<file path="src/sv/pffl_pkg.sv">
// ----------------------------------------------------------------------------
// pffl_pkg
// shared codes and controller/datapath handshake types for the frame allocator
// ----------------------------------------------------------------------------
package pffl_pkg;

  // operation codes
  localparam logic [1:0] OP_ALLOC   = 2'd0;
  localparam logic [1:0] OP_RELEASE = 2'd1;
  localparam logic [1:0] OP_ADD     = 2'd2;

  // result status codes
  localparam logic [1:0] ST_OK        = 2'd0;
  localparam logic [1:0] ST_NO_FREE   = 2'd1;
  localparam logic [1:0] ST_NOT_ALLOC = 2'd2;
  localparam logic [1:0] ST_NOT_RSV   = 2'd3;

  // per-frame kind codes
  localparam logic [1:0] KIND_RESERVED  = 2'd0;
  localparam logic [1:0] KIND_AVAILABLE = 2'd1;
  localparam logic [1:0] KIND_ALLOCATED = 2'd2;

  // reference count width
  localparam int RC_W = 16;

  // controller to datapath
  typedef struct packed {
    logic accept;    // input transfer, latch item and issue table reads
    logic clr;       // clear one frame state entry
    logic exec;      // apply the operation
    logic link2;     // write the old tail's forward link
    logic load_out;  // move the result into the output register
  } pffl_cmd_t;

  // datapath to controller
  typedef struct packed {
    logic clr_last;    // clearing pass is at its last entry
    logic need_link2;  // add to a non-empty list needs a second link write
  } pffl_stat_t;

endpackage

</file>
<file path="src/sv/pffl_ctrl.sv">
// ----------------------------------------------------------------------------
// pffl_ctrl
// sequencer for the frame allocator: clearing pass, per-item steps, result slot
// ----------------------------------------------------------------------------
module pffl_ctrl (
  input  logic              clk,
  input  logic              rst_n,
  input  logic              in_valid,
  output logic              in_ready,
  output logic              out_valid,
  input  logic              out_ready,
  output pffl_pkg::pffl_cmd_t cmd,
  input  pffl_pkg::pffl_stat_t stat
);

  typedef enum logic [2:0] {
    S_CLEAR,
    S_IDLE,
    S_EXEC,
    S_LINK2,
    S_DONE
  } state_t;

  state_t state_r, state_nxt;
  logic   out_valid_r, out_valid_nxt;
  logic   slot_free;

  assign in_ready  = (state_r == S_IDLE);
  assign out_valid = out_valid_r;
  assign slot_free = !out_valid_r || out_ready;

  always_comb begin
    state_nxt     = state_r;
    out_valid_nxt = out_valid_r && !out_ready;
    cmd           = '0;
    case (state_r)
      S_CLEAR: begin
        cmd.clr = 1'b1;
        if (stat.clr_last) begin
          state_nxt = S_IDLE;
        end
      end
      S_IDLE: begin
        if (in_valid) begin
          cmd.accept = 1'b1;
          state_nxt  = S_EXEC;
        end
      end
      S_EXEC: begin
        cmd.exec  = 1'b1;
        state_nxt = stat.need_link2 ? S_LINK2 : S_DONE;
      end
      S_LINK2: begin
        cmd.link2 = 1'b1;
        state_nxt = S_DONE;
      end
      S_DONE: begin
        if (slot_free) begin
          cmd.load_out  = 1'b1;
          out_valid_nxt = 1'b1;
          state_nxt     = S_IDLE;
        end
      end
      default: begin
        state_nxt = S_IDLE;
      end
    endcase
  end

  always_ff @(posedge clk) begin
    if (!rst_n) begin
      state_r     <= S_CLEAR;
      out_valid_r <= 1'b0;
    end else begin
      state_r     <= state_nxt;
      out_valid_r <= out_valid_nxt;
    end
  end

endmodule

</file>
<file path="config.mk">
export PLATFORM = sky130hd
export DESIGN_NAME = pffl_ctrl
export DESIGN_NICKNAME = d
export VERILOG_FILES = /design/src/sv/pffl_pkg.sv /design/src/sv/pffl_ctrl.sv
export SDC_FILE = /design/constraint.sdc
export NUM_CORES = 1
export LEC_CHECK = 0
export BUFFER_PORTS_ARGS = -buffer_cell sky130_fd_sc_hd__buf_2
export CORE_AREA = 2 2 39 41
export DETAILED_ROUTE_END_ITERATION = 10
export DIE_AREA = 0 0 41 43
export PLACE_DENSITY = 0.44
export SKIP_CTS_REPAIR_TIMING = 1
export SYNTH_ARGS = -nofsm -noshare
export SYNTH_HDL_FRONTEND = slang
export SYNTH_SLANG_ARGS = --single-unit
</file>
<file path="constraint.sdc">
create_clock -name clk -period 1.6 [get_ports clk]
set_input_delay 0.08 -clock clk [delete_from_list [all_inputs] [get_ports clk]]
set_output_delay 0.08 -clock clk [all_outputs]
set_load 0.01 [all_outputs]
</file>
Word level (Yosys, flattened, before mapping)
Index checks and enable logic that the tools add are counted.
Widths: inputs -> output; s select.
{"block": "word_totals", "regBits": 4, "input_bits": 6, "output_inout_bits": 7, "word_cells": 29}
{"block": "classes", "n_eq_ne": 7, "n_mux": 14, "reduce_logical": 6}
{"cell": "$pmux 3 s5", "n": 1}
{"cell": "$mux 3", "n": 4}
{"cell": "$mux 1", "n": 9}
{"cell": "$eq 3x2->1 const B", "n": 2}
{"cell": "$ne 2x2->1 const B", "n": 3}
{"cell": "$eq 3x1->1 const B", "n": 1}
{"cell": "$eq 3x3->1 const B", "n": 1}
{"cell": "$logic_not 3->1", "n": 1}
{"cell": "$reduce_and 3->1", "n": 1}
{"cell": "$logic_not 1->1", "n": 2}
{"cell": "$logic_and 1x1->1", "n": 1}
{"cell": "$logic_or 1x1->1", "n": 1}

Depth between registers and ports, before layout
{"block": "logic_depth", "ltp_word": 4, "ltp_mapped": 3, "depth_no_buf": 3}

Least setup slack after synthesis
Ideal clock, no wire load.
{"block": "synth_timing", "kind": "reg-to-reg", "start": "reg state_r[0]", "end": "reg state_r[0]", "setup_time_ns": 0.122, "t_arrival_ns": 0.891, "required_time_ns": 1.478, "slack_ns": 0.587, "stages_incl_launch_ff": 4, "n_path_buf": 0, "period_less_slack_ns": 1.013, "cell_sequence": "dfxtp_1 > nand2_1 > o211a_1 > o311a_1"}
{"block": "synth_between", "elab_chain_len": 3, "elab_cells_between_ends": 10, "classes_between": "eq/ne: 7; mux: 1; reduce/logical: 2"}
{"item": "start: declaration", "line": "pffl_ctrl.sv:24", "source": "state_t state_r, state_nxt;"}
{"item": "start signal: assignment", "line": "pffl_ctrl.sv:75", "source": "state_r <= state_nxt;"}
{"item": "$eq 3x3->1, or another cell as far along", "line": "pffl_ctrl.sv:36", "source": "case (state_r)"}
{"item": "$ne 2x2->1 (no source line)"}
{"item": "$reduce_and 3->1 (no source line)"}
Parallel ways exist; a longest one is shown, timed or not.
A chain may end at the register's enable or synchronous reset.

==> impl_metrics.yaml <==
status:
  status: "finished clean"
cts:
  clkLatencyLatePin_ns: 0.23
  tritoncts: "yes"
  cts_inserted_buffers: 3
  ctsRootBufferMaster: "clkbuf_4"
  clk_path_buf_depth: 2
  path_clk_slew_ns: 0.03
  clock-sinks: 4
  htree_levels: 1
global_route:
  track_usage_pct: 7.236
  antenna_found_initial: 0
  grt_pass1_wl_um: 779
  grt_pass1_vias: 214
  grt_max_degree: 9
  grt_remaining_overflow: 0
placement:
  numPortBuffers: 12
  place_congestion: 0.5757
  dp_slack_ns: 0.5143
  dp_hpwl_um: 388.1
pwr:
  power_per_cell_area_nw_per_um2: 897.6
  p_leak_uw: 0.0001695
  finalPower_uw: 278.5
  ir_drop_v: 0.0002458
synthesis:
  syn_inst: 25
  netlist_area_um2: 207.7
  syn_area_per_cell_um2: 8.308
  yosysTopAreaCell: "dfxtp_1"
  yosys_warnings: 0
  synth.most_common_cell: "dfxtp_1"
  synth_ff_type: "dfxtp_1"
  yosysTopAreaCellShare_pct: 38.55
  synth_edf_count: 0
  async_flop_share_pct: 0
  ys_types: 15
  syn_nets: 31
  netlist_top_cells_area: "dfxtp_1 (39%), o211a_1 (9.6%), and3_1 (6.0%)"
  ys_ff_latch: 4
  ys_seq_area_share_pct: 38.55
final_layout:
  finalNetCount: 48
  diodes: 0
  syn_to_final_growth_pct: 49.40
  drive_gt1_share_pct: 37.50
sta:
  fin_skew_ns: 0.0007840
  setup_viol: 0
  rsz0062_at_grt: "false"
  fmaxAchievable_ghz: 0.7797
  slew_violations: 0
  setup_tns_ns: 0
  post-route-period-util_pct: 80.15
  fin_crit_ns: 1.282
  hold_viol: 0
  worst_pin_slew_ns: 0.2959
  relSlewSlack_pct: 80.23
  layout_setup_ws_ns: 0.3175
routing:
  drtIter0Drc: 1
  wire_per_inst_um: 8.071
  antenna_left: 0
  drc: 0
  wirelength_um: 452
  firstDrtPassIters: 4
  drt-vias-per-instance: 3.982
  vias: 223
critical_path:
  crit_arrival_ns: 1.20
  crit_path_start_kind: "flip-flop"
  path_class: "flip-flop to output port"
  end_kind: "output port"
  cp.required_ns: 1.52
  crit_fanout: 5
floorplan:
  die_y_um: 43
  start_util_pct: 15.01
  rows: 14
  die_x_um: 41
  dieArea_um2: 1763
  io_pins: 13
  core_area_um2: 1384
flow_run:
  maxCapViolCount: 0
hold_path:
  hold_class: "input pin to flip-flop"
==> cell families after synthesis <==
group / Yosys count / share of synthesized area (%)
buffers and inverters: 2 / 3.616
AOI/OAI and AO/OA: 5 / 21.69
and+or+nand+nor: 14 / 36.15
DFF: 4 / 38.56
==> through the flow <==
| step | utilization [%] | hold WS, ns | instance area (µm²) | std cells |
|---|---|---|---|---|
| 2_1_floorplan | - | 0.1978 | 207.7 | 25 |
| 3_3_place_gp | 20.80 | 0.3529 | 287.8 | 53 |
| 3_5_place_dp | 20.80 | 0.3489 | 287.8 | 53 |
| 4_1_cts | 22.42 | 0.1049 | 310.3 | 56 |
| 5_1_grt | 22.42 | 0.1184 | 310.3 | 56 |
| 6_report | 22.42 | 0.1057 | 310.3 | 56 |
==> critical path: stages (launching register included) <==
cell     delay (ns)
dfxtp_1        0.38
nor3b_1        0.31
nor2b_1        0.16
buf_2          0.13
==> routing by layer <==
layer  GRT usage (%)  up-vias  wire (µm)
met3           4.712        0         40
met2           8.438        7        233
met5               0        -          0
li1                -      120          -
met4           8.000        0          0
met1           7.742       96        178
==> cell type report <==
cell class | instances | area (µm²)
fill | 170 | 1074
multi-input combinational | 19 | 120.1
sequential | 4 | 80.08
timing repair buffer | 12 | 60.06
clock buffer | 3 | 22.52
tap | 16 | 20.02
inverter | 2 | 7.507
==> cell usage in the layout (no fill, tap or decap) <==
cell type  netlist  routed
o311a_1          1       1
nor3_1           2       2
nand2b_1         1       1
a21boi_0         1       1
nand3_1          1       1
and3_1           2       2
o211a_1          2       2
clkbuf_4         0       3
nand2_1          2       2
and2_1           1       1
dfxtp_1          4       4
o21a_1           1       1
nor3b_1          1       1
inv_1            2       2
buf_2            0      12
nor2_1           2       2
nor2b_1          2       2
==> where the power goes <==
group          switching, µW  total (µW)  internal (µW)
combinational           21.0        45.6           24.6
sequential              7.20         113            105
clock                   36.7         120           83.6
==> flip-flops by register name (all words and copies together) (netlist names) <==
name / flops
out_valid: 1
state_r: 3
==> worst paths after layout <==
check | from | to | slack (ns) | depth (start not counted)
worst min register to register | state_r[1] | state_r[2] | 0.55 | 2
worst min-delay path | rst_n | out_valid | 0.11 | 2
worst max register to register | state_r[0] | state_r[0] | 0.51 | 3
worst max-delay path | state_r[2] | cmd[0] | 0.32 | 3
(Power assumes the default switching activity.)
